File: src/hdl/gvbm_pkg.sv
// Package for the greedy voxel box merger: payload structs, codes, FSM enums.
// No dependencies; used by greedy_voxel_box_merge and its checker.
`default_nettype none

package gvbm_pkg;

  localparam int MAX_DIM_DEF = 16;

  // configuration port
  localparam int CFG_IDX_W  = 2;
  localparam int CFG_DATA_W = 5;
  localparam logic [CFG_IDX_W-1:0] CFG_SIZE_X = 2'd0;
  localparam logic [CFG_IDX_W-1:0] CFG_SIZE_Y = 2'd1;
  localparam logic [CFG_IDX_W-1:0] CFG_SIZE_Z = 2'd2;
  localparam logic [CFG_DATA_W-1:0] CFG_SIZE_RST = 5'd16;

  // operation codes
  localparam logic OP_LOAD = 1'b0;
  localparam logic OP_POP  = 1'b1;

  typedef struct packed {
    logic        op;
    logic [3:0]  row_x;
    logic [3:0]  row_y;
    logic [15:0] row_bits;
  } in_item_t;

  typedef struct packed {
    logic       box_valid;
    logic       done_res;
    logic [3:0] from_x;
    logic [3:0] from_y;
    logic [3:0] from_z;
    logic [3:0] to_x;
    logic [3:0] to_y;
    logic [3:0] to_z;
  } out_item_t;

  typedef enum logic [3:0] {
    ST_WIPE,
    ST_IDLE,
    ST_SCAN_RD,
    ST_SCAN_EV,
    ST_TRY,
    ST_CHK_RD,
    ST_CHK_EV,
    ST_CLR_RD,
    ST_CLR_EV,
    ST_OUT
  } state_t;

  typedef enum logic [2:0] {
    PH_SEED,
    PH_X,
    PH_Y,
    PH_Z,
    PH_END
  } phase_t;

endpackage

`default_nettype wire

File: src/hdl/greedy_voxel_box_merge.sv
// Greedy 3D box merger: top level with the row memory and its sequencer.
// Depends on gvbm_pkg.
`default_nettype none

// Splits an occupancy grid into axis-aligned boxes.
//
// Load (op 0): if (row_x,row_y) is in range and sz is nonzero, writes a
// z-row there and restarts the scan, then hands over a result.
//
// Pop (op 1): scans rows from the saved position, then grows a box along x,
// then y, then z. All work goes through one row memory (one read and
// one write per cycle, registered read). Steps of a pop:
//   - the transfer;
//   - a read and a check per row scanned, plus a move per next x column;
//   - when nothing is found, a done report;
//   - a read and a write to clear the seed;
//   - per extension trial, a setup, reads of rows checked, rows cleared;
//   - closing the box;
//   - handing the result over.
//
// One item is in flight at a time. The result register lets a finished
// result wait while the next item enters.
//
// After reset the memory is swept to zero before the first item is taken.
// The sweep writes all 2**(2*clog2(MAX_DIM)) rows (256 at MAX_DIM 16).
module greedy_voxel_box_merge #(
  parameter int MAX_DIM = gvbm_pkg::MAX_DIM_DEF
) (
  input  wire                                clk,
  input  wire                                rst_n,
  input  wire                                in_valid,
  output logic                               in_ready,
  input  wire  gvbm_pkg::in_item_t           in_data,
  output logic                               out_valid,
  input  wire                                out_ready,
  output gvbm_pkg::out_item_t                out_data,
  input  wire                                cfg_valid,
  output logic                               cfg_ready,
  input  wire  [gvbm_pkg::CFG_IDX_W-1:0]     cfg_index,
  input  wire  [gvbm_pkg::CFG_DATA_W-1:0]    cfg_data
);

  localparam int AW  = $clog2(MAX_DIM);
  localparam int SW  = $clog2(MAX_DIM + 1);
  localparam int MAW = 2 * AW;
  localparam int MD  = 1 << MAW;
  localparam int CW  = SW + 4;

  // configuration
  logic [gvbm_pkg::CFG_DATA_W-1:0] cfg_x_r, cfg_y_r, cfg_z_r;
  logic [SW-1:0] sx, sy, sz;

  // sequencer
  gvbm_pkg::state_t state_r, state_nxt;
  gvbm_pkg::phase_t phase_r, phase_nxt;
  logic [SW-1:0]  cx_r, cx_nxt, cy_r, cy_nxt;
  logic [AW-1:0]  zs_r, zs_nxt;
  logic [AW-1:0]  pos_x_r, pos_x_nxt, pos_y_r, pos_y_nxt, pos_z_r, pos_z_nxt;
  logic [AW-1:0]  bx_r, bx_nxt, by_r, by_nxt, bz_r, bz_nxt;
  logic [AW-1:0]  tx_r, tx_nxt, ty_r, ty_nxt, tz_r, tz_nxt;
  logic [AW-1:0]  rx0_r, rx0_nxt, rx1_r, rx1_nxt, ry0_r, ry0_nxt, ry1_r, ry1_nxt;
  logic [AW-1:0]  rb_r, rb_nxt;
  logic           res_box_r, res_box_nxt, res_done_r, res_done_nxt;
  logic [MAW-1:0] wipe_r, wipe_nxt;
  logic           out_valid_r, out_valid_nxt;
  gvbm_pkg::out_item_t out_data_r, out_data_nxt;

  // row memory
  logic [MAX_DIM-1:0] mem [MD];
  logic [MAX_DIM-1:0] rd_data_r;
  logic               mem_we;
  logic [MAW-1:0]     mem_wa, mem_ra;
  logic [MAX_DIM-1:0] mem_wd;

  // helpers
  logic [MAX_DIM-1:0] sz_mask, scan_mask;
  logic [AW-1:0]      low_z;
  logic               reg_last;
  logic [SW-1:0]      tx_inc, ty_inc, tz_inc;
  logic               load_ok;

  // saturate the size registers at MAX_DIM
  always_comb begin
    sx = (6'(cfg_x_r) > 6'(MAX_DIM)) ? SW'(MAX_DIM) : SW'(cfg_x_r);
    sy = (6'(cfg_y_r) > 6'(MAX_DIM)) ? SW'(MAX_DIM) : SW'(cfg_y_r);
    sz = (6'(cfg_z_r) > 6'(MAX_DIM)) ? SW'(MAX_DIM) : SW'(cfg_z_r);
  end

  assign cfg_ready = 1'b1;

  // configuration registers
  always_ff @(posedge clk) begin
    if (!rst_n) begin
      cfg_x_r <= gvbm_pkg::CFG_SIZE_RST;
      cfg_y_r <= gvbm_pkg::CFG_SIZE_RST;
      cfg_z_r <= gvbm_pkg::CFG_SIZE_RST;
    end else if (cfg_valid) begin
      unique case (cfg_index)
        gvbm_pkg::CFG_SIZE_X: cfg_x_r <= cfg_data;
        gvbm_pkg::CFG_SIZE_Y: cfg_y_r <= cfg_data;
        gvbm_pkg::CFG_SIZE_Z: cfg_z_r <= cfg_data;
        default: ;
      endcase
    end
  end

  // row memory: one write, one registered read
  assign mem_ra = {cx_r[AW-1:0], cy_r[AW-1:0]};

  always_ff @(posedge clk) begin
    if (mem_we) begin
      mem[mem_wa] <= mem_wd;
    end
    rd_data_r <= mem[mem_ra];
  end

  // scan and region helpers
  assign sz_mask   = ~({MAX_DIM{1'b1}} << sz);
  assign scan_mask = rd_data_r & ({MAX_DIM{1'b1}} << zs_r) & sz_mask;

  always_comb begin
    low_z = '0;
    for (int i = MAX_DIM - 1; i >= 0; i--) begin
      if (scan_mask[i]) begin
        low_z = AW'(i);
      end
    end
  end

  assign reg_last = (cx_r[AW-1:0] == rx1_r) && (cy_r[AW-1:0] == ry1_r);
  assign tx_inc   = SW'(tx_r) + SW'(1);
  assign ty_inc   = SW'(ty_r) + SW'(1);
  assign tz_inc   = SW'(tz_r) + SW'(1);
  assign load_ok  = (CW'(in_data.row_x) < CW'(sx)) && (CW'(in_data.row_y) < CW'(sy))
                    && (sz != '0);

  assign in_ready  = (state_r == gvbm_pkg::ST_IDLE);
  assign out_valid = out_valid_r;
  assign out_data  = out_data_r;

  // control state
  always_ff @(posedge clk) begin
    if (!rst_n) begin
      state_r     <= gvbm_pkg::ST_WIPE;
      phase_r     <= gvbm_pkg::PH_SEED;
      wipe_r      <= '0;
      out_valid_r <= 1'b0;
      pos_x_r     <= '0;
      pos_y_r     <= '0;
      pos_z_r     <= '0;
    end else begin
      state_r     <= state_nxt;
      phase_r     <= phase_nxt;
      wipe_r      <= wipe_nxt;
      out_valid_r <= out_valid_nxt;
      pos_x_r     <= pos_x_nxt;
      pos_y_r     <= pos_y_nxt;
      pos_z_r     <= pos_z_nxt;
    end
  end

  // datapath registers
  always_ff @(posedge clk) begin
    cx_r       <= cx_nxt;
    cy_r       <= cy_nxt;
    zs_r       <= zs_nxt;
    bx_r       <= bx_nxt;
    by_r       <= by_nxt;
    bz_r       <= bz_nxt;
    tx_r       <= tx_nxt;
    ty_r       <= ty_nxt;
    tz_r       <= tz_nxt;
    rx0_r      <= rx0_nxt;
    rx1_r      <= rx1_nxt;
    ry0_r      <= ry0_nxt;
    ry1_r      <= ry1_nxt;
    rb_r       <= rb_nxt;
    res_box_r  <= res_box_nxt;
    res_done_r <= res_done_nxt;
    out_data_r <= out_data_nxt;
  end

  // sequencer
  always_comb begin
    state_nxt     = state_r;
    phase_nxt     = phase_r;
    wipe_nxt      = wipe_r;
    cx_nxt        = cx_r;
    cy_nxt        = cy_r;
    zs_nxt        = zs_r;
    pos_x_nxt     = pos_x_r;
    pos_y_nxt     = pos_y_r;
    pos_z_nxt     = pos_z_r;
    bx_nxt        = bx_r;
    by_nxt        = by_r;
    bz_nxt        = bz_r;
    tx_nxt        = tx_r;
    ty_nxt        = ty_r;
    tz_nxt        = tz_r;
    rx0_nxt       = rx0_r;
    rx1_nxt       = rx1_r;
    ry0_nxt       = ry0_r;
    ry1_nxt       = ry1_r;
    rb_nxt        = rb_r;
    res_box_nxt   = res_box_r;
    res_done_nxt  = res_done_r;
    out_valid_nxt = out_valid_r & ~out_ready;
    out_data_nxt  = out_data_r;
    mem_we        = 1'b0;
    mem_wa        = {cx_r[AW-1:0], cy_r[AW-1:0]};
    mem_wd        = rd_data_r & ~(MAX_DIM'(1) << rb_r);

    unique case (state_r)
      // zero sweep after reset
      gvbm_pkg::ST_WIPE: begin
        mem_we   = 1'b1;
        mem_wa   = wipe_r;
        mem_wd   = '0;
        wipe_nxt = wipe_r + MAW'(1);
        if (wipe_r == {MAW{1'b1}}) begin
          state_nxt = gvbm_pkg::ST_IDLE;
        end
      end

      gvbm_pkg::ST_IDLE: begin
        res_box_nxt  = 1'b0;
        res_done_nxt = 1'b0;
        if (in_valid) begin
          if (in_data.op == gvbm_pkg::OP_LOAD) begin
            if (load_ok) begin
              mem_we    = 1'b1;
              mem_wa    = {AW'(in_data.row_x), AW'(in_data.row_y)};
              mem_wd    = MAX_DIM'(in_data.row_bits) & sz_mask;
              pos_x_nxt = '0;
              pos_y_nxt = '0;
              pos_z_nxt = '0;
            end
            state_nxt = gvbm_pkg::ST_OUT;
          end else begin
            cx_nxt    = SW'(pos_x_r);
            cy_nxt    = SW'(pos_y_r);
            zs_nxt    = pos_z_r;
            state_nxt = gvbm_pkg::ST_SCAN_RD;
          end
        end
      end

      // walk rows in x-major order
      gvbm_pkg::ST_SCAN_RD: begin
        if (cx_r >= sx) begin
          res_done_nxt = 1'b1;
          state_nxt    = gvbm_pkg::ST_OUT;
        end else if (cy_r >= sy) begin
          cx_nxt = cx_r + SW'(1);
          cy_nxt = '0;
          zs_nxt = '0;
        end else begin
          state_nxt = gvbm_pkg::ST_SCAN_EV;
        end
      end

      gvbm_pkg::ST_SCAN_EV: begin
        if (scan_mask != '0) begin
          pos_x_nxt = cx_r[AW-1:0];
          pos_y_nxt = cy_r[AW-1:0];
          pos_z_nxt = low_z;
          bx_nxt    = cx_r[AW-1:0];
          by_nxt    = cy_r[AW-1:0];
          bz_nxt    = low_z;
          tx_nxt    = cx_r[AW-1:0];
          ty_nxt    = cy_r[AW-1:0];
          tz_nxt    = low_z;
          rx0_nxt   = cx_r[AW-1:0];
          rx1_nxt   = cx_r[AW-1:0];
          ry0_nxt   = cy_r[AW-1:0];
          ry1_nxt   = cy_r[AW-1:0];
          rb_nxt    = low_z;
          phase_nxt = gvbm_pkg::PH_SEED;
          state_nxt = gvbm_pkg::ST_CLR_RD;
        end else begin
          cy_nxt    = cy_r + SW'(1);
          zs_nxt    = '0;
          state_nxt = gvbm_pkg::ST_SCAN_RD;
        end
      end

      // set up the next extension region
      gvbm_pkg::ST_TRY: begin
        unique case (phase_r)
          gvbm_pkg::PH_X: begin
            if (tx_inc < sx) begin
              rx0_nxt   = tx_inc[AW-1:0];
              rx1_nxt   = tx_inc[AW-1:0];
              ry0_nxt   = by_r;
              ry1_nxt   = by_r;
              rb_nxt    = bz_r;
              cx_nxt    = tx_inc;
              cy_nxt    = SW'(by_r);
              state_nxt = gvbm_pkg::ST_CHK_RD;
            end else begin
              phase_nxt = gvbm_pkg::PH_Y;
            end
          end
          gvbm_pkg::PH_Y: begin
            if (ty_inc < sy) begin
              rx0_nxt   = bx_r;
              rx1_nxt   = tx_r;
              ry0_nxt   = ty_inc[AW-1:0];
              ry1_nxt   = ty_inc[AW-1:0];
              rb_nxt    = bz_r;
              cx_nxt    = SW'(bx_r);
              cy_nxt    = ty_inc;
              state_nxt = gvbm_pkg::ST_CHK_RD;
            end else begin
              phase_nxt = gvbm_pkg::PH_Z;
            end
          end
          gvbm_pkg::PH_Z: begin
            if (tz_inc < sz) begin
              rx0_nxt   = bx_r;
              rx1_nxt   = tx_r;
              ry0_nxt   = by_r;
              ry1_nxt   = ty_r;
              rb_nxt    = tz_inc[AW-1:0];
              cx_nxt    = SW'(bx_r);
              cy_nxt    = SW'(by_r);
              state_nxt = gvbm_pkg::ST_CHK_RD;
            end else begin
              phase_nxt = gvbm_pkg::PH_END;
            end
          end
          default: begin
            res_box_nxt = 1'b1;
            state_nxt   = gvbm_pkg::ST_OUT;
          end
        endcase
      end

      gvbm_pkg::ST_CHK_RD: state_nxt = gvbm_pkg::ST_CHK_EV;

      // every row of the region must hold the bit
      gvbm_pkg::ST_CHK_EV: begin
        if (!rd_data_r[rb_r]) begin
          unique case (phase_r)
            gvbm_pkg::PH_X: phase_nxt = gvbm_pkg::PH_Y;
            gvbm_pkg::PH_Y: phase_nxt = gvbm_pkg::PH_Z;
            default:        phase_nxt = gvbm_pkg::PH_END;
          endcase
          state_nxt = gvbm_pkg::ST_TRY;
        end else if (reg_last) begin
          cx_nxt    = SW'(rx0_r);
          cy_nxt    = SW'(ry0_r);
          state_nxt = gvbm_pkg::ST_CLR_RD;
        end else begin
          if (cy_r[AW-1:0] == ry1_r) begin
            cx_nxt = cx_r + SW'(1);
            cy_nxt = SW'(ry0_r);
          end else begin
            cy_nxt = cy_r + SW'(1);
          end
          state_nxt = gvbm_pkg::ST_CHK_RD;
        end
      end

      gvbm_pkg::ST_CLR_RD: state_nxt = gvbm_pkg::ST_CLR_EV;

      // clear the bit row by row, then take the extension (seed: start phase x)
      gvbm_pkg::ST_CLR_EV: begin
        mem_we = 1'b1;
        if (reg_last) begin
          unique case (phase_r)
            gvbm_pkg::PH_SEED: phase_nxt = gvbm_pkg::PH_X;
            gvbm_pkg::PH_X:    tx_nxt = tx_inc[AW-1:0];
            gvbm_pkg::PH_Y:    ty_nxt = ty_inc[AW-1:0];
            default:           tz_nxt = tz_inc[AW-1:0];
          endcase
          state_nxt = gvbm_pkg::ST_TRY;
        end else begin
          if (cy_r[AW-1:0] == ry1_r) begin
            cx_nxt = cx_r + SW'(1);
            cy_nxt = SW'(ry0_r);
          end else begin
            cy_nxt = cy_r + SW'(1);
          end
          state_nxt = gvbm_pkg::ST_CLR_RD;
        end
      end

      // hand the result to the output register
      gvbm_pkg::ST_OUT: begin
        if (!out_valid_r || out_ready) begin
          out_valid_nxt          = 1'b1;
          out_data_nxt           = '0;
          out_data_nxt.box_valid = res_box_r;
          out_data_nxt.done_res  = res_done_r;
          if (res_box_r) begin
            out_data_nxt.from_x = 4'(bx_r);
            out_data_nxt.from_y = 4'(by_r);
            out_data_nxt.from_z = 4'(bz_r);
            out_data_nxt.to_x   = 4'(tx_r);
            out_data_nxt.to_y   = 4'(ty_r);
            out_data_nxt.to_z   = 4'(tz_r);
          end
          state_nxt = gvbm_pkg::ST_IDLE;
        end
      end

      default: state_nxt = gvbm_pkg::ST_IDLE;
    endcase
  end

endmodule

`default_nettype wire

File: config.mk
export PLATFORM = sky130hd
export DESIGN_NAME = greedy_voxel_box_merge
export DESIGN_NICKNAME = d
export VERILOG_FILES = /design/src/hdl/gvbm_pkg.sv /design/src/hdl/greedy_voxel_box_merge.sv
export SDC_FILE = /design/constraint.sdc
export NUM_CORES = 2
export LEC_CHECK = 0
export BUFFER_PORTS_ARGS = -buffer_cell sky130_fd_sc_hd__buf_2
export CAP_MARGIN = 20
export CORE_ASPECT_RATIO = 1.4
export CORE_MARGIN = 1.5
export CORE_UTILIZATION = 45
export DETAILED_ROUTE_END_ITERATION = 7
export PLACE_DENSITY_LB_ADDON = 0.25
export RECOVER_POWER = 100
export SLEW_MARGIN = 10
export SYNTH_ARGS = -nofsm -noshare
export SYNTH_HDL_FRONTEND = slang
export SYNTH_SLANG_ARGS = --single-unit
File: constraint.sdc
create_clock -name clk -period 22.6 [get_ports clk]
set_input_delay 4.52 -clock clk [delete_from_list [all_inputs] [get_ports clk]]
set_output_delay 4.52 -clock clk [all_outputs]
set_load 0.005 [all_outputs]
==> flow_summary.json <==
{
  "status": "finished, violations left",
  "failed_checks": "max-capacitance violations, max-slew violations",
  "place_ws_ns": 12.42,
  "global_placer_s_final_weighted_congestion": 0.946,
  "synth.top_cells.by_count": "4182 x sky130_fd_sc_hd__edfxtp_1, 1029 x sky130_fd_sc_hd__mux4_2, 268 x sky130_fd_sc_hd__clkbuf_1",
  "place.detailed.instances": 12300,
  "placement.io_buffers": 64,
  "p_sw_frac": 0.256,
  "synth.ff_latch_count": 4241,
  "timing.max_cap.violations": 93,
  "worst-endpoint-required_ns": 23.14,
  "cts_max_level": 5,
  "final_design_area_no_fill_um2": 184000,
  "synth-seq-area-share": 0.773,
  "io-pin-count": 66,
  "synth.most_common_cell": "sky130_fd_sc_hd__edfxtp_1",
  "grt_pass1_vias": 82300,
  "grt_pass1_wl_um": 626000,
  "final-hold-violation-count": 0,
  "critical_path.max_fanout": 80,
  "synthesis.nets": 7677,
  "power.share.combinational": 0.135,
  "grt_overflow_total": 0,
  "dieWidth_um": 513,
  "grt_setup_unrepaired": "no",
  "setup_ws_ns": 7.16,
  "power.density_cell_area_nw_per_um2": 98.7,
  "antenna_violations_before_repair": 12,
  "min-delay-path-class": "reg2reg",
  "setup.worst_path.start_class": "primary input",
  "synth_enable_flop_cells": 4182,
  "cell_chosen_for_the_clock_root": "sky130_fd_sc_hd__clkbuf_16",
  "detailed_place.area_um2": 173000,
  "yosysTopAreaCellShare": 0.766,
  "min_delay_path_depth": 1,
  "dr_total_vias": 81400,
  "post_synth_main_area_contributors": "sky130_fd_sc_hd__edfxtp_1 77%, sky130_fd_sc_hd__mux4_2 14%, sky130_fd_sc_hd__a22oi_1 1.0%",
  "postSynth.topFlopCell": "sky130_fd_sc_hd__edfxtp_1",
  "setup.worst_path.end_class": "flop",
  "post_synth_inst_count": 7606,
  "p_leak_uw": 0.0568,
  "worstPathArrival_ns": 15.98,
  "ir_worst_vdd_mv": 0.0663,
  "storage_cell_area_um2": 127000,
  "drt_pre_antenna_iters": 7,
  "layout-drive-gt1-share": 0.220,
  "clk_path_buf_depth": 4,
  "worst-slew-pin-transition_ns": 8.78,
  "clock.fmax_mhz": 64.8,
  "ctsHoldBuffers": 0,
  "number_of_routed_nets_with_antenna_violations": 0,
  "fill_cells": 28500,
  "synth_area_leader_cell": "sky130_fd_sc_hd__edfxtp_1",
  "totalWireLength_um": 444000,
  "syn2layout_area_growth_pct": 11.9,
  "post_cts_resized": 0,
  "mappedNetlistArea_um2": 164000,
  "internal_power_uw": 13500,
  "finalNetCount": 8059,
  "fin_cells": 13000,
  "die_area_um2": 368000,
  "netlist-cell-type-count": 78,
  "cts_tree": "done",
  "drcViolationCount": 0,
  "yosys_warnings": 0,
  "timing.clock.skew_ns": 0.0392,
  "pin_count_of_the_biggest_net_entering_global_routing": 174,
  "initial_utilization": 0.451,
  "max-slew-margin-rel": -4.85,
  "syn_avg_cell_area_um2": 21.6,
  "clock_insertion_delay_worst_skew_ns": 0.94,
  "finalSetupViolations": 0,
  "fin_tns_setup_ns": 0,
  "finalMaxSlewViolations": 3303,
  "postLayoutCoreUtil": 0.505,
  "row_cnt": 262,
  "area_used_by_multi_input_combinational_logic_um2": 35600,
  "wire_per_inst_um": 34.1,
  "drt_iter0_markers": 9600,
  "die_y_um": 717,
  "worst_r2r_path_depth": 13,
  "groute.usage.overall": 0.239,
  "cts_made_buffers": 380,
  "clock_power_share": 0.364,
  "tmin_final_ns": 15.44,
  "cts.clk_slew.worst_paths_ns": 0.06,
  "finalCritPeriodShare": 0.683,
  "switchingPower_uw": 4640,
  "timing.setup.critical_path_class": "in2reg",
  "postCtsSetupBuffers": 0,
  "routed_via_density": 6.24,
  "clock-sinks": 4241,
  "post-dp-hpwl_um": 274000,
  "floorplan.core_area_um2": 363000,
  "async_reset_ff_frac": 0,
  "seq_power_share": 0.500
}
==> routing by layer <==
layer	track usage	up-vias	part of all wire
met3	0.0296	827	0.068
li1	-	33200	-
met2	0.413	3828	0.51
met5	0	-	0
met1	0.298	43500	0.36
met4	0.125	0	0.059
==> power by group through the flow <==
stage | combinational [µW] | clock (µW) | sequential [µW]
3_3_place_gp | 2500 | 0 | 9180
5_1_grt | 2530 | 6950 | 9060
2_1_floorplan | 1330 | 0 | 9310
6_report | 2450 | 6590 | 9060
4_1_cts | 2570 | 6690 | 9020
3_5_place_dp | 2560 | 0 | 9190
==> cell type report <==
class	count	share of cell area
Clock buffer	464	0.0545
Tap cell	4752	0.0324
Multi-Input combinational cell	2853	0.194
Inverter	30	0.000614
Antenna cell	10	0.000136
Sequential cell	4241	0.691
Timing Repair Buffer	482	0.0143
Clock inverter	216	0.0135
==> final timing paths <==
check / slack [ns] / from / endpoint
hold / removal: 0.48 / pos_x_r[1] / pos_x_r[1]
setup / recovery: 7.16 / in_data[17] / mem[243][3]
hold reg to reg: 0.48 / pos_x_r[1] / pos_x_r[1]
setup reg to reg: 9.90 / cfg_x_r[4] / mem[243][3]
==> logic make-up after synthesis <==
kind of cell | synth area share
DFF | 0.773
muxes | 0.147
AOI/OAI and AO/OA | 0.0412
and+or+nand+nor | 0.0219
buffers and inverters | 0.0126
adders and majority gates | 0.00259
xor gates and xnor gates | 0.00171
other | 0.0000229
==> per-stage QoR <==
step                power (µW)  hold slack, ns
detailed placement       11800           0.466
global placement         11700           0.443
floorplan                10600           0.400
finish                   18100           0.485
global route             18600           0.499
CTS                      18300           0.483
==> worst max-delay path, stage by stage <==
cell and delay, ns:
sky130_fd_sc_hd__clkbuf_1 0.18, sky130_fd_sc_hd__ha_1 0.27, sky130_fd_sc_hd__nor4b_1 0.32, sky130_fd_sc_hd__o21ai_0 0.21
sky130_fd_sc_hd__a22oi_1 0.57, sky130_fd_sc_hd__nand3_2 0.13, sky130_fd_sc_hd__clkbuf_1 0.62, sky130_fd_sc_hd__o22ai_4 0.27
sky130_fd_sc_hd__clkbuf_1 3.22, sky130_fd_sc_hd__clkbuf_1 2.19, sky130_fd_sc_hd__clkbuf_1 2.01, sky130_fd_sc_hd__buf_4 0.98
==> cells in the final DEF, fill, tap and decap left out, drive strengths merged, types with 10 or more instances in the layout <==
cell	count
or4	16
o211ai	53
diode	10
nor4	36
mux2i	88
xor2	12
bufinv	52
xnor2	20
mux4	1029
nor3	206
clkbuf	787
clkinvlp	18
clkinv	138
o22ai	68
o31ai	16
nand2b	23
nand3	31
and2	40
nor2b	16
nand2	148
nand4	20
a22oi	226
edfxtp	4182
o21ai	103
ha	34
dfxtp	59
o311ai	14
inv	38
a22o	114
nor2	145
a221oi	121
buf	159
a21oi	156
==> flip-flops by register name (all words and copies together), names as in the netlist, 5 cells and up <==
name       cells
cfg_z_r        5
wipe_r         8
cx_r           5
out_data      26
mem         4096
cy_r           5
rd_data_r     16
cfg_y_r        5
cfg_x_r        5
Note: power is estimated with default switching activity, not from simulation.
